==> config.mk <==
export PLATFORM = sky130hd
export DESIGN_NAME = fan_calibrate_and_speed_map
export DESIGN_NICKNAME = d
export VERILOG_FILES = /design/src/rtl/fcsm_pkg.sv /design/src/rtl/fan_calibrate_and_speed_map.sv /design/src/rtl/fcsm_ctrl.sv /design/src/rtl/fcsm_dp.sv
export SDC_FILE = /design/constraint.sdc
export NUM_CORES = 1
export LEC_CHECK = 0
export ABC_AREA = 1
export BUFFER_PORTS_ARGS = -buffer_cell sky130_fd_sc_hd__buf_2
export CAP_MARGIN = 20
export CORE_MARGIN = 1.5
export CORE_UTILIZATION = 33
export DETAILED_ROUTE_END_ITERATION = 8
export GPL_ROUTABILITY_DRIVEN = 0
export GPL_TIMING_DRIVEN = 0
export PLACE_DENSITY = 0.53
export SETUP_SLACK_MARGIN = 0.15
export SLEW_MARGIN = 20
export SYNTH_ARGS = -nofsm -noshare
export SYNTH_HDL_FRONTEND = slang
export SYNTH_SLANG_ARGS = --single-unit
==> constraint.sdc <==
create_clock -name clk -period 3.1 [get_ports clk]
set_input_delay 0.465 -clock clk [delete_from_list [all_inputs] [get_ports clk]]
set_output_delay 0.465 -clock clk [all_outputs]
set_load 0.01 [all_outputs]
==> src/rtl/fcsm_pkg.sv <==
// Shared types and constants for the fan calibration and speed-map block.
// Used by fcsm_ctrl, fcsm_dp and fan_calibrate_and_speed_map; no dependencies.
`default_nettype none

package fcsm_pkg;

	// request kinds on the input stream
	localparam logic [1:0] KIND_START  = 2'd0;
	localparam logic [1:0] KIND_TICK   = 2'd1;
	localparam logic [1:0] KIND_MINSPD = 2'd2;
	localparam logic [1:0] KIND_TARGET = 2'd3;

	// result actions on the output stream
	localparam logic [1:0] ACT_FORCE  = 2'd0;
	localparam logic [1:0] ACT_START  = 2'd1;
	localparam logic [1:0] ACT_REPORT = 2'd2;

	// configuration register byte addresses
	localparam logic [1:0] ADDR_FORCE_MASK = 2'd0;

	localparam logic [16:0] SETTLE_BAND   = 17'd50;
	localparam logic [2:0]  SETTLE_COUNT  = 3'd5;
	localparam logic [16:0] ENABLE_MARGIN = 17'd100;
	localparam logic [7:0]  FULL_PWM      = 8'h7f;
	localparam int          PWM_BITS      = 7;   // map span is 2**7 - 1
	localparam logic [2:0]  DIV_LAST      = 3'd6; // PWM_BITS quotient steps, counted from 0

	typedef enum logic [1:0] {
		PH_IDLE,
		PH_LOW,
		PH_HIGH,
		PH_DONE
	} phase_t;

	typedef enum logic [1:0] {
		CS_IDLE,
		CS_DIV,
		CS_EMIT,
		CS_REPORT
	} ctl_state_t;

	// controller to datapath
	typedef struct packed {
		logic accept;
		logic div_step;
		logic load_res;
		logic load_rep;
	} cmd_t;

	// datapath to controller
	typedef struct packed {
		logic need_emit;
		logic need_div;
		logic need_report;
		logic div_last;
	} stat_t;

endpackage

`default_nettype wire

==> src/rtl/fan_calibrate_and_speed_map.sv <==
// Fan calibration and speed-to-PWM map, top level: stream ports, APB register, assertions.
// m_tvalid rises once the taken request has moved the controller from idle into its emit
// state and the output register is loaded; a mapped speed write first passes through the
// bit-serial divider state; a report follows its restore. Requests are taken one at a time
// and only when idle; the restoring divider (one quotient bit a cycle) sets the worst case.
// Reset (arst_n low) clears all calibration state, the force mask and the output valid.
`default_nettype none

module fan_calibrate_and_speed_map (
	input  wire logic        clk,
	input  wire logic        arst_n,
	// request stream
	input  wire logic        s_tvalid,
	output logic             s_tready,
	input  wire logic [47:0] s_tdata,  // tach_rpm[15:0], saved_force_pwm[23:16],
	                                   // speed_code[39:24], key_fan_index[42:40], zero pad
	input  wire logic [1:0]  s_tuser,  // kind[1:0]
	// result stream
	output logic             m_tvalid,
	input  wire logic        m_tready,
	output logic [47:0]      m_tdata,  // pwm_value[7:0], max_fpe2[23:8], min_fpe2[39:24],
	                                   // control_enabled[40], zero pad
	output logic [1:0]       m_tuser,  // action[1:0]
	output logic             m_tlast,  // last_result
	// APB register port
	input  wire logic        psel,
	input  wire logic        penable,
	input  wire logic        pwrite,
	input  wire logic [1:0]  paddr,
	input  wire logic [31:0] pwdata,
	output logic [31:0]      prdata,
	output logic             pready
);

	fcsm_pkg::cmd_t  cmd;
	fcsm_pkg::stat_t stat;
	logic [7:0]      force_mask_q;
	logic [7:0]      pwm_value;
	logic [15:0]     max_fpe2, min_fpe2;
	logic            control_enabled;

	// Register file: just the per-fan force mask. The user must write it only while idle (the
	// block does not enforce this), so the datapath reads it directly.
	assign pready = 1'b1;
	assign prdata = (paddr == fcsm_pkg::ADDR_FORCE_MASK) ? {24'd0, force_mask_q} : 32'd0;

	always_ff @(posedge clk or negedge arst_n) begin
		if (!arst_n) begin
			force_mask_q <= '0;
		end else if (psel && penable && pwrite && pready &&
				paddr == fcsm_pkg::ADDR_FORCE_MASK) begin
			force_mask_q <= pwdata[7:0];
		end
	end

	// Controller: takes one request at a time, steps the divider, and loads the
	// output register once it is free (so a new request can be taken while a
	// result still waits downstream).
	fcsm_ctrl u_ctrl (
		.clk      (clk),
		.arst_n   (arst_n),
		.s_tvalid (s_tvalid),
		.s_tready (s_tready),
		.m_tvalid (m_tvalid),
		.m_tready (m_tready),
		.stat     (stat),
		.cmd      (cmd)
	);

	// Datapath: settle detection, calibration registers, speed map and output register.
	fcsm_dp u_dp (
		.clk             (clk),
		.arst_n          (arst_n),
		.cmd             (cmd),
		.stat            (stat),
		.kind            (s_tuser),
		.tach_rpm        (s_tdata[15:0]),
		.saved_force_pwm (s_tdata[23:16]),
		.speed_code      (s_tdata[39:24]),
		.key_fan_index   (s_tdata[42:40]),
		.force_mask      (force_mask_q),
		.action          (m_tuser),
		.pwm_value       (pwm_value),
		.max_fpe2        (max_fpe2),
		.min_fpe2        (min_fpe2),
		.control_enabled (control_enabled),
		.last_result     (m_tlast)
	);

	assign m_tdata = {7'd0, control_enabled, min_fpe2, max_fpe2, pwm_value};

	// A report always closes its request.
	a_report_last : assert property (@(posedge clk) disable iff (!arst_n)
		m_tvalid && m_tuser == fcsm_pkg::ACT_REPORT |-> m_tlast)
		else $error("calibration report without last flag");

	// The PWM restore is followed straight away by the report.
	a_restore_then_report : assert property (@(posedge clk) disable iff (!arst_n)
		m_tvalid && m_tready && !m_tlast |=> m_tvalid && m_tuser == fcsm_pkg::ACT_REPORT)
		else $error("restore not followed by report");

	// No new request is taken while the first of two results is pending.
	a_no_accept_mid_pair : assert property (@(posedge clk) disable iff (!arst_n)
		m_tvalid && !m_tlast |-> !s_tready)
		else $error("request taken between restore and report");

endmodule

`default_nettype wire

==> src/rtl/fcsm_ctrl.sv <==
// Sequencing state machine for the fan calibration block: input/output handshake
// and datapath commands. Depends on fcsm_pkg.
`default_nettype none

module fcsm_ctrl (
	input  wire logic           clk,
	input  wire logic           arst_n,
	input  wire logic           s_tvalid,
	output logic                s_tready,
	output logic                m_tvalid,
	input  wire logic           m_tready,
	input  wire fcsm_pkg::stat_t stat,
	output fcsm_pkg::cmd_t      cmd
);

	fcsm_pkg::ctl_state_t state_q, state_nx;
	logic                 rep_q;
	logic                 out_valid_q;
	logic                 out_free;

	assign out_free = !out_valid_q || m_tready;
	assign m_tvalid = out_valid_q;

	always_ff @(posedge clk or negedge arst_n) begin
		if (!arst_n) begin
			state_q     <= fcsm_pkg::CS_IDLE;
			rep_q       <= 1'b0;
			out_valid_q <= 1'b0;
		end else begin
			state_q <= state_nx;
			if (cmd.accept) begin
				rep_q <= stat.need_report;
			end
			if (cmd.load_res || cmd.load_rep) begin
				out_valid_q <= 1'b1;
			end else if (m_tready) begin
				out_valid_q <= 1'b0;
			end
		end
	end

	always_comb begin
		state_nx = state_q;
		unique case (state_q)
			fcsm_pkg::CS_IDLE: begin
				if (s_tvalid) begin
					if (stat.need_div) begin
						state_nx = fcsm_pkg::CS_DIV;
					end else if (stat.need_emit) begin
						state_nx = fcsm_pkg::CS_EMIT;
					end
				end
			end
			fcsm_pkg::CS_DIV: begin
				if (stat.div_last) begin
					state_nx = fcsm_pkg::CS_EMIT;
				end
			end
			fcsm_pkg::CS_EMIT: begin
				if (out_free) begin
					state_nx = rep_q ? fcsm_pkg::CS_REPORT : fcsm_pkg::CS_IDLE;
				end
			end
			fcsm_pkg::CS_REPORT: begin
				if (out_free) begin
					state_nx = fcsm_pkg::CS_IDLE;
				end
			end
			default: state_nx = fcsm_pkg::CS_IDLE;
		endcase
	end

	always_comb begin
		s_tready     = 1'b0;
		cmd          = '0;
		unique case (state_q)
			fcsm_pkg::CS_IDLE: begin
				s_tready   = 1'b1;
				cmd.accept = s_tvalid;
			end
			fcsm_pkg::CS_DIV:    cmd.div_step = 1'b1;
			fcsm_pkg::CS_EMIT:   cmd.load_res = out_free;
			fcsm_pkg::CS_REPORT: cmd.load_rep = out_free;
			default: ;
		endcase
	end

endmodule

`default_nettype wire

==> src/rtl/fcsm_dp.sv <==
// Datapath for the fan calibration block: calibration state, settle detection,
// restoring divider for the speed map, and the output register. Depends on fcsm_pkg.
`default_nettype none

module fcsm_dp (
	input  wire logic            clk,
	input  wire logic            arst_n,
	input  wire fcsm_pkg::cmd_t  cmd,
	output fcsm_pkg::stat_t      stat,
	input  wire logic [1:0]      kind,
	input  wire logic [15:0]     tach_rpm,
	input  wire logic [7:0]      saved_force_pwm,
	input  wire logic [15:0]     speed_code,
	input  wire logic [2:0]      key_fan_index,
	input  wire logic [7:0]      force_mask,
	output logic [1:0]           action,
	output logic [7:0]           pwm_value,
	output logic [15:0]          max_fpe2,
	output logic [15:0]          min_fpe2,
	output logic                 control_enabled,
	output logic                 last_result
);

	// calibration state
	fcsm_pkg::phase_t phase_q;
	logic [15:0] ref_q, min_q, max_q, init_q;
	logic [2:0]  stable_q;
	logic [7:0]  restore_q;
	logic        enabled_q;

	// pending result
	logic [1:0] res_action_q;
	logic [7:0] res_pwm_q;
	logic       res_last_q;

	// divider
	logic [15:0] rem_q, span_q;
	logic [6:0]  sh_q;
	logic [2:0]  cnt_q;

	logic        settling, in_band, settled, en_nx;
	logic [2:0]  stable_nx;
	logic [15:0] rpm, diff;
	logic [22:0] num;
	logic        below, above, write_ok;
	logic [16:0] trial;
	logic        ge;

	// signed compares of the model hold in 17 bits since both sides are 16-bit unsigned
	assign settling = (kind == fcsm_pkg::KIND_TICK) &&
		(phase_q == fcsm_pkg::PH_LOW || phase_q == fcsm_pkg::PH_HIGH);
	assign in_band = (phase_q == fcsm_pkg::PH_LOW)
		? (({1'b0, tach_rpm} + fcsm_pkg::SETTLE_BAND) > {1'b0, ref_q})
		: ({1'b0, tach_rpm} < ({1'b0, ref_q} + fcsm_pkg::SETTLE_BAND));
	assign stable_nx = in_band ? stable_q + 3'd1 : stable_q;
	assign settled   = settling && (stable_nx >= fcsm_pkg::SETTLE_COUNT);
	assign en_nx     = {1'b0, tach_rpm} > ({1'b0, init_q} + fcsm_pkg::ENABLE_MARGIN);

	// speed map: fpe2 -> rpm, clamp, then (rpm - min) * 127 / (max - min)
	assign rpm   = {2'b00, speed_code[15:2]};
	assign below = rpm < min_q;
	assign above = rpm > max_q;
	assign diff  = rpm - min_q;
	assign num   = {diff, {fcsm_pkg::PWM_BITS{1'b0}}} - {{fcsm_pkg::PWM_BITS{1'b0}}, diff};
	assign write_ok = (kind == fcsm_pkg::KIND_MINSPD || kind == fcsm_pkg::KIND_TARGET) &&
		(phase_q == fcsm_pkg::PH_DONE) && enabled_q && (max_q > min_q) &&
		(kind == fcsm_pkg::KIND_MINSPD || force_mask[key_fan_index]);

	assign stat.need_emit   = (kind == fcsm_pkg::KIND_START) || settled || write_ok;
	assign stat.need_div    = write_ok && !below && !above;
	assign stat.need_report = settled && (phase_q == fcsm_pkg::PH_HIGH);
	assign stat.div_last    = (cnt_q == fcsm_pkg::DIV_LAST);

	// one quotient bit per step; remainder stays below the span
	assign trial = {rem_q, sh_q[6]};
	assign ge    = trial >= {1'b0, span_q};

	always_ff @(posedge clk or negedge arst_n) begin
		if (!arst_n) begin
			phase_q   <= fcsm_pkg::PH_IDLE;
			ref_q     <= '0;
			min_q     <= '0;
			max_q     <= '0;
			init_q    <= '0;
			stable_q  <= '0;
			restore_q <= '0;
			enabled_q <= 1'b0;
		end else if (cmd.accept) begin
			if (kind == fcsm_pkg::KIND_START) begin
				init_q    <= tach_rpm;
				max_q     <= tach_rpm;
				ref_q     <= tach_rpm;
				restore_q <= saved_force_pwm;
				stable_q  <= '0;
				enabled_q <= 1'b0;
				phase_q   <= fcsm_pkg::PH_LOW;
			end else if (settling) begin
				if (phase_q == fcsm_pkg::PH_LOW) begin
					min_q <= tach_rpm;
				end else begin
					max_q <= tach_rpm;
				end
				if (!in_band) begin
					ref_q <= tach_rpm;
				end
				stable_q <= settled ? 3'd0 : stable_nx;
				if (settled) begin
					if (phase_q == fcsm_pkg::PH_LOW) begin
						phase_q <= fcsm_pkg::PH_HIGH;
					end else begin
						phase_q   <= fcsm_pkg::PH_DONE;
						enabled_q <= en_nx;
					end
				end
			end
		end
	end

	always_ff @(posedge clk) begin
		if (cmd.accept) begin
			unique case (kind)
				fcsm_pkg::KIND_START: begin
					res_action_q <= fcsm_pkg::ACT_FORCE;
					res_pwm_q    <= '0;
					res_last_q   <= 1'b1;
				end
				fcsm_pkg::KIND_TICK: begin
					res_action_q <= fcsm_pkg::ACT_FORCE;
					if (phase_q == fcsm_pkg::PH_LOW) begin
						res_pwm_q  <= fcsm_pkg::FULL_PWM;
						res_last_q <= 1'b1;
					end else begin
						res_pwm_q  <= restore_q;
						res_last_q <= 1'b0;
					end
				end
				default: begin
					res_action_q <= (kind == fcsm_pkg::KIND_MINSPD) ?
						fcsm_pkg::ACT_START : fcsm_pkg::ACT_FORCE;
					res_pwm_q  <= above ? fcsm_pkg::FULL_PWM : 8'd0;
					res_last_q <= 1'b1;
				end
			endcase
			rem_q  <= num[22:7];
			sh_q   <= num[6:0];
			span_q <= max_q - min_q;
			cnt_q  <= '0;
		end else if (cmd.div_step) begin
			rem_q <= ge ? 16'(trial - {1'b0, span_q}) : trial[15:0];
			sh_q  <= {sh_q[5:0], ge};
			cnt_q <= cnt_q + 3'd1;
			if (stat.div_last) begin
				res_pwm_q <= {1'b0, sh_q[5:0], ge};
			end
		end
	end

	// output register
	always_ff @(posedge clk) begin
		if (cmd.load_res) begin
			action          <= res_action_q;
			pwm_value       <= res_pwm_q;
			max_fpe2        <= '0;
			min_fpe2        <= '0;
			control_enabled <= 1'b0;
			last_result     <= res_last_q;
		end else if (cmd.load_rep) begin
			action          <= fcsm_pkg::ACT_REPORT;
			pwm_value       <= '0;
			max_fpe2        <= {max_q[13:0], 2'b00};
			min_fpe2        <= enabled_q ? {min_q[13:0], 2'b00} : {init_q[13:0], 2'b00};
			control_enabled <= enabled_q;
			last_result     <= 1'b1;
		end
	end

endmodule

`default_nettype wire

**After elaboration in Yosys (flattened, before gate mapping)**

Cells that the tools add are included.

- Input port bits: 91
- Register bits after elaboration: 185
- Output and inout bits: 86

- Add/subtract/negate cells: 9
- Reductions and logical operators: 41
- Order comparisons: 9
- Equality and inequality tests: 17
- Bitwise logic cells: 1
- Mux-type cells: 57

Operators with widths:

| operator | number |
|---|---|
| $mux W16 | 10 |
| $mux W8 | 7 |
| $add A16 B6 Y17 const B | 2 |
| $sub A16 B16 Y16 | 2 |
| $mux W2 | 12 |
| $sub A23 B16 Y23 | 1 |
| $mux W7 | 3 |
| $mux W1 | 18 |
| $add A16 B7 Y17 const B | 1 |
| $ge A17 B16 Y1 | 1 |
| $gt A16 B17 Y1 | 1 |
| $gt A17 B16 Y1 | 1 |
| $lt A16 B17 Y1 | 1 |
| $gt A14 B16 Y1 | 1 |
| $gt A16 B16 Y1 | 1 |
| $lt A14 B16 Y1 | 1 |
| $pmux W8 S2 | 1 |
| $sub A14 B16 Y16 | 1 |
| $eq A2 B2 Y1 const B | 6 |
| $logic_and A1 B1 Y1 | 12 |
| $mux W3 | 4 |
| $reduce_bool A2 Y1 | 6 |
| $reduce_and A3 Y1 | 3 |
| $ne A2 B2 Y1 const B | 4 |
| 17 further kinds | 34 |

**Longest topological paths before layout**

- Word-level depth: 12
- Depth in mapped cells: 25

**By module**

Synthesis repeated with hierarchy kept, for this count alone.

- Cells, all modules: 1677
- Area total of the unflattened synthesis: 12995.0 um2

By module, submodules not included:

| module | cells an instance | area an instance (um2) | times used | seq. area each (um2) |
|---|---|---|---|---|
| fcsm_dp | 1549 | 12061.6 | 1 | 4394.2 |
| fan_calibrate_and_speed_map | 89 | 678.2 | 1 | 200.2 |
| fcsm_ctrl | 39 | 255.2 | 1 | 100.1 |

**Worst setup path before layout**

Ideal clock, no wire load.

- Kind: in2reg
- From: input port s_tdata[26]
- To: register u_dp.rem_q[12] (data pin)
- Slack: -344 ps
- Stages on the path: 21
- Arrival: 3189 ps
- Cells stage by stage: inv_1 -> ha_1 -> inv_1 -> fa_1 -> nand3_1 -> nand2_1 -> nand3_1 -> nand3_1 -> a21boi_0 -> xor2_1 -> inv_1 -> ha_1 -> nand2_1 -> nor2_1 -> nand2_1 -> o21ai_1 -> nand3_1 -> nand2_1 -> a21oi_1 -> o21ai_1 -> nand2_1

- Longest elaborated chain between the ends: 3

RTL lines:

| element | line | text |
|---|---|---|
| start: declaration | fan_calibrate_and_speed_map.sv:15 | `input wire logic [47:0] s_tdata,` |
| $sub A14 B16 Y16 | fcsm_dp.sv:63 | `assign diff = rpm - min_q;` |
| $sub A23 B16 Y23 | fcsm_dp.sv:64 | `assign num = {diff, {fcsm_pkg::PWM_BITS{1'b0}}} - {{fcsm_pkg::PWM_BITS{1'b0}}, diff};` |
| $mux W16 | fcsm_dp.sv:120 | `if (cmd.accept) begin` |
| end signal: assignment | fcsm_dp.sv:144 | `rem_q <= num[22:7];` |
| end signal: assignment | fcsm_dp.sv:149 | `rem_q <= ge ? 16'(trial - {1'b0, span_q}) : trial[15:0];` |
| end: declaration | fcsm_dp.sv:37 | `logic [15:0] rem_q, span_q;` |

No other way between the ends.
A chain may end at the register's enable or synchronous reset.

**Final worst setup path**

- From: register u_dp.min_q[0]
- To: register u_dp.rem_q[12] (data pin)

- Longest elaborated chain between the ends: 3

RTL lines:

| element | line | text |
|---|---|---|
| start: declaration | fcsm_dp.sv:26 | `logic [15:0] ref_q, min_q, max_q, init_q;` |
| start signal: assignment | fcsm_dp.sv:99 | `min_q <= tach_rpm;` |
| $sub A14 B16 Y16 | fcsm_dp.sv:63 |  |
| $sub A23 B16 Y23 | fcsm_dp.sv:64 |  |
| $mux W16 | fcsm_dp.sv:120 |  |

No other way between the ends.

==> qor.csv <==
stage,metric,value,unit
yosys,fraction of registers with async set/reset,0.495,
placement,Post-Place Cell Area,14300,um^2
clock_tree,clock tree from TritonCTS,done,
sta,minimum clock period,3250,ps
finish,area delta synth->final,29.9,%
sta,total of endpoints with negative setup slack in the final report,34,
drt,total number of vias,11722,
sta,fmax,0.308,GHz
finish,n_diodes,0,
finish,Final nets,2099,
worst_setup_path,stage delay of the slowest cell on the critical path,410,ps
clock_tree,clock sink count,182,
grt,Overflow after GRT,0,
worst_setup_path,category of the worst setup path capture point,flip-flop,
drt,per-cell routed wire length,16.7,um
grt,first-pass GRT wire length,61800,um
worst_setup_path,crit-path cells,"ha_4, inv_4, fa_2, nand3_2, nand2_4, nand3_4, nand3_4, a21boi_4, xor2_2, inv_2, ha_4, a21oi_4, o21ai_1, a21oi_1, o21ai_2, nand3_2, nand2_2, o21ai_2, nand2_1",
die,Row Count,71,
drt,Post-DRT Antenna Nets,0,
sta,Rel. slew slack,0.479,
sta,worst hold slack across all endpoints,204,ps
yosys,"Seq/Total Area, Yosys",0.367,
grt,via count of the first global-routing pass,11434,
grt,GRT Util Overall,0.204,
die,die width,200,um
yosys,#FFs+latches synth,182,
status,failing checks,setup timing,
worst_setup_path,dominant delay contributor by cell family on the critical path,compound AO/OA/AOI/OAI gates,
worst_setup_path,startpoint class of the critical path,flip-flop,
yosys,count of distinct cell types in the synthesized netlist,55,
worst_setup_path,maximum fanout count along the critical path,3,
drt,DRC violations left,0,
drt,Post-Route WL,40100,um
yosys,number of warnings reported in the yosys synthesis log,0,
yosys,number of enable flip-flop cells after synthesis,60,
die,area of the die,39900,um^2
die,I/O Pins,177,
yosys,share of the synthesized area in the top cell type,0.176,
placement,half-perimeter wire length after placement,31200,um
die,placeable core area,37900,um^2
yosys,count of mapped cells out of synthesis,1637,
placement,DP Cell Count,2293,
sta,actual slew at the worst max-slew pin,778,ps
finish,non-filler instance count after layout,2403,
clock_tree,clock-pin slew on the worst setup and hold paths,80,ps
yosys,most repeated cell in the gate-level netlist after synthesis,nand2_1,
pwr,Leakage Power,7.82,nW
drt,Via density,4.88,
sta,number of slew-limit violations in the final report,0,
drt,drt initial violations,699,
drt,Pre-Repair DR Iteration Count,5,
sta,ratio of final minimum period to clock period,1.05,
worst_setup_path,Crit path arrival time,3440,ps
min_path,HP Class,input port to flip-flop,
yosys,area of the mapped netlist,12800,um^2
die,Die Y-Extent,200,um
job,max-capacitance violation count,0,
sta,setup clock skew after layout,16.3,ps
sta,Setup Total Neg Slack,-1870,ps
worst_setup_path,critical path type,flip-flop to flip-flop,
pwr,pwr dens,1240,nW/um^2
worst_setup_path,required time worst endpoint,3300,ps
die,Initial Util,0.337,
sta,"Hold Vio Cnt, Final",0,
clock_tree,CTS Root Cell,clkbuf_16,
pwr,peak supply drop,0.625,mV
clock_tree,source-to-sink clock delay at the later pin of the worst-skew pair,460,ps
sta,RSZ-0062 raised after global routing,yes,
status,status,finished with violations,
finish,fin util,0.438,
yosys,post-synthesis area per instance,7.81,um^2
worst_setup_path,sum of buffers and inverters on the critical path,2,
grt,largest net degree at the start of global routing,52,
yosys,flip-flop cell with the highest count after synthesis,dfrtp_1,
grt,initial antenna violation count,0,
worst_setup_path,CP max-delay cell,dfrtp_2,
placement,number of buffer cells added on primary ports,109,
clock_tree,deepest level of the CTS H-tree,4,
sta,smallest setup slack after layout,-146,ps
yosys,library cell occupying the most area in the post-synthesis netlist,dfrtp_1,
yosys,most instantiated cells after synthesis,"nand2_1 (382), inv_1 (202), o21ai_0 (149)",
clock_tree,maximum count of clock buffers along a single path,2,
finish,summed area of non-filler cells in the final layout,16600,um^2
yosys,largest cells by area after synthesis,"dfrtp_1 (18%), edfxtp_1 (14%), ha_1 (12%), nand2_1 (11%), inv_1 (5.9%)",
finish,share of layout cells above drive strength 1,0.254,
finish,final-layout fill cell count,3784,
clock_tree,cts bufs inserted,17,
metrics by stage:
step / total power, W / setup slack (ps)
after floorplan: 0.0121 / -6.67
after global placement: 0.0147 / -745
after detailed placement: 0.0149 / -719
after CTS: 0.0193 / -277
after global routing: 0.0223 / -302
final: 0.0205 / -146
sequential cells by signal (all words and copies together) (netlist names), 2 cells and up:
name,cells
u_dp.min_fpe2,14
u_dp.cnt_q,3
u_dp.max_q,16
u_dp.stable_q,3
u_dp.max_fpe2,14
u_dp.span_q,16
u_dp.ref_q,16
u_dp.pwm_value,8
u_dp.res_pwm_q,8
force_mask_q,8
u_dp.sh_q,7
u_dp.min_q,16
u_dp.phase_q,2
u_dp.restore_q,8
u_ctrl.state_q,2
u_dp.init_q,16
u_dp.rem_q,16
u_dp.action,2
layout make-up:
cell class / count / area, um^2 / share of cell area
multi-input combinational: 1216 / 8200 / 0.494
sequential: 182 / 4700 / 0.283
timing repair buffer: 189 / 1250 / 0.0751
inverter: 203 / 777 / 0.0468
tap: 511 / 639 / 0.0385
buffer: 70 / 447 / 0.0269
clock buffer: 17 / 425 / 0.0256
clock inverter: 15 / 170 / 0.0103
power breakdown:
group	total [W]	internal [W]	switching, W
combinational	0.0140	0.00587	0.00809
sequential	0.00433	0.00366	0.000669
clock	0.00224	0.00110	0.00114
worst reg2reg max path, stage by stage (launching register included):
cell	delay (ps)
dfrtp_2	410
ha_4	150
inv_4	30
fa_2	360
nand3_2	90
nand2_4	80
nand3_4	70
nand3_4	90
a21boi_4	200
xor2_2	230
inv_2	90
ha_4	250
a21oi_4	170
o21ai_1	90
a21oi_1	160
o21ai_2	110
nand3_2	100
nand2_2	70
o21ai_2	170
nand2_1	70
final timing paths:
check / to / from / cells past startpoint / slack, ps
hold / removal: u_dp.restore_q[4]$_DFFE_PN0P_ / s_tdata[20] / 3 / 200
hold reg to reg: u_dp.cnt_q[2]$_SDFFE_PP0P_ / u_dp.cnt_q[2]$_SDFFE_PP0P_ / 2 / 470
setup / recovery: u_dp.rem_q[12]$_DFFE_PP_ / u_dp.min_q[0]$_DFFE_PN0P_ / 19 / -150
max in group asynchronous: u_dp.min_q[0]$_DFFE_PN0P_ / arst_n / 3 / 2030
min in group asynchronous: u_dp.init_q[9]$_DFFE_PN0P_ / arst_n / 2 / 480
setup reg to reg: u_dp.rem_q[12]$_DFFE_PP_ / u_dp.min_q[0]$_DFFE_PN0P_ / 19 / -150
logic make-up (layout without fill, tap and decap cells):
logic type,count (synthesis),count (layout),synth area share
other cells,2,36,0.000587
compound gates,346,346,0.151
xor+xnor,78,78,0.0561
simple gates,627,627,0.205
flops,182,182,0.367
fa+ha+maj,129,129,0.128
buf+inv,273,494,0.0917
per-layer routing:
| layer | vias up | routed length (um) | global-route usage |
|---|---|---|---|
| met5 | - | 0 | 0 |
| met4 | 0 | 1300 | 0.0705 |
| met3 | 63 | 1510 | 0.0247 |
| met2 | 241 | 19500 | 0.353 |
| met1 | 5543 | 17700 | 0.261 |
| li1 | 5875 | - | - |
placed cells by master, fill, tap and decap left out, types with 8 or more instances in the layout:
| cell type | count |
|---|---|
| nand4_1 | 16 |
| nand2_1 | 334 |
| nor2_4 | 10 |
| nor2_1 | 98 |
| inv_1 | 185 |
| o21ai_1 | 22 |
| inv_2 | 16 |
| buf_6 | 9 |
| a21oi_1 | 102 |
| clkbuf_1 | 23 |
| a21oi_2 | 11 |
| a21oi_4 | 13 |
| nor2_2 | 11 |
| clkbuf_16 | 17 |
| ha_4 | 22 |
| nand3_2 | 14 |
| xor2_1 | 48 |
| edfxtp_1 | 60 |
| nand2_2 | 40 |
| dfxtp_1 | 32 |
| o21ai_0 | 124 |
| o21ai_2 | 15 |
| dfrtp_1 | 86 |
| buf_4 | 102 |
| conb_1 | 36 |
| a31oi_1 | 10 |
| xnor2_1 | 15 |
| nor3_1 | 9 |
| xor2_2 | 8 |
| buf_2 | 111 |
| ha_1 | 104 |
| nand3_1 | 51 |
| nand2_4 | 14 |
repair_timing:
item | CTS | global route
endpoints found under the hold margin | 39 | 0
pin swaps | 72 | 71
gates cloned | 3 | 0
endpoints found under the setup margin | 71 | 66
hold buffers | 1 | 0
gates resized for setup | 183 | 83
buffers inserted | 51 | 23
(Power assumes the default switching activity.)
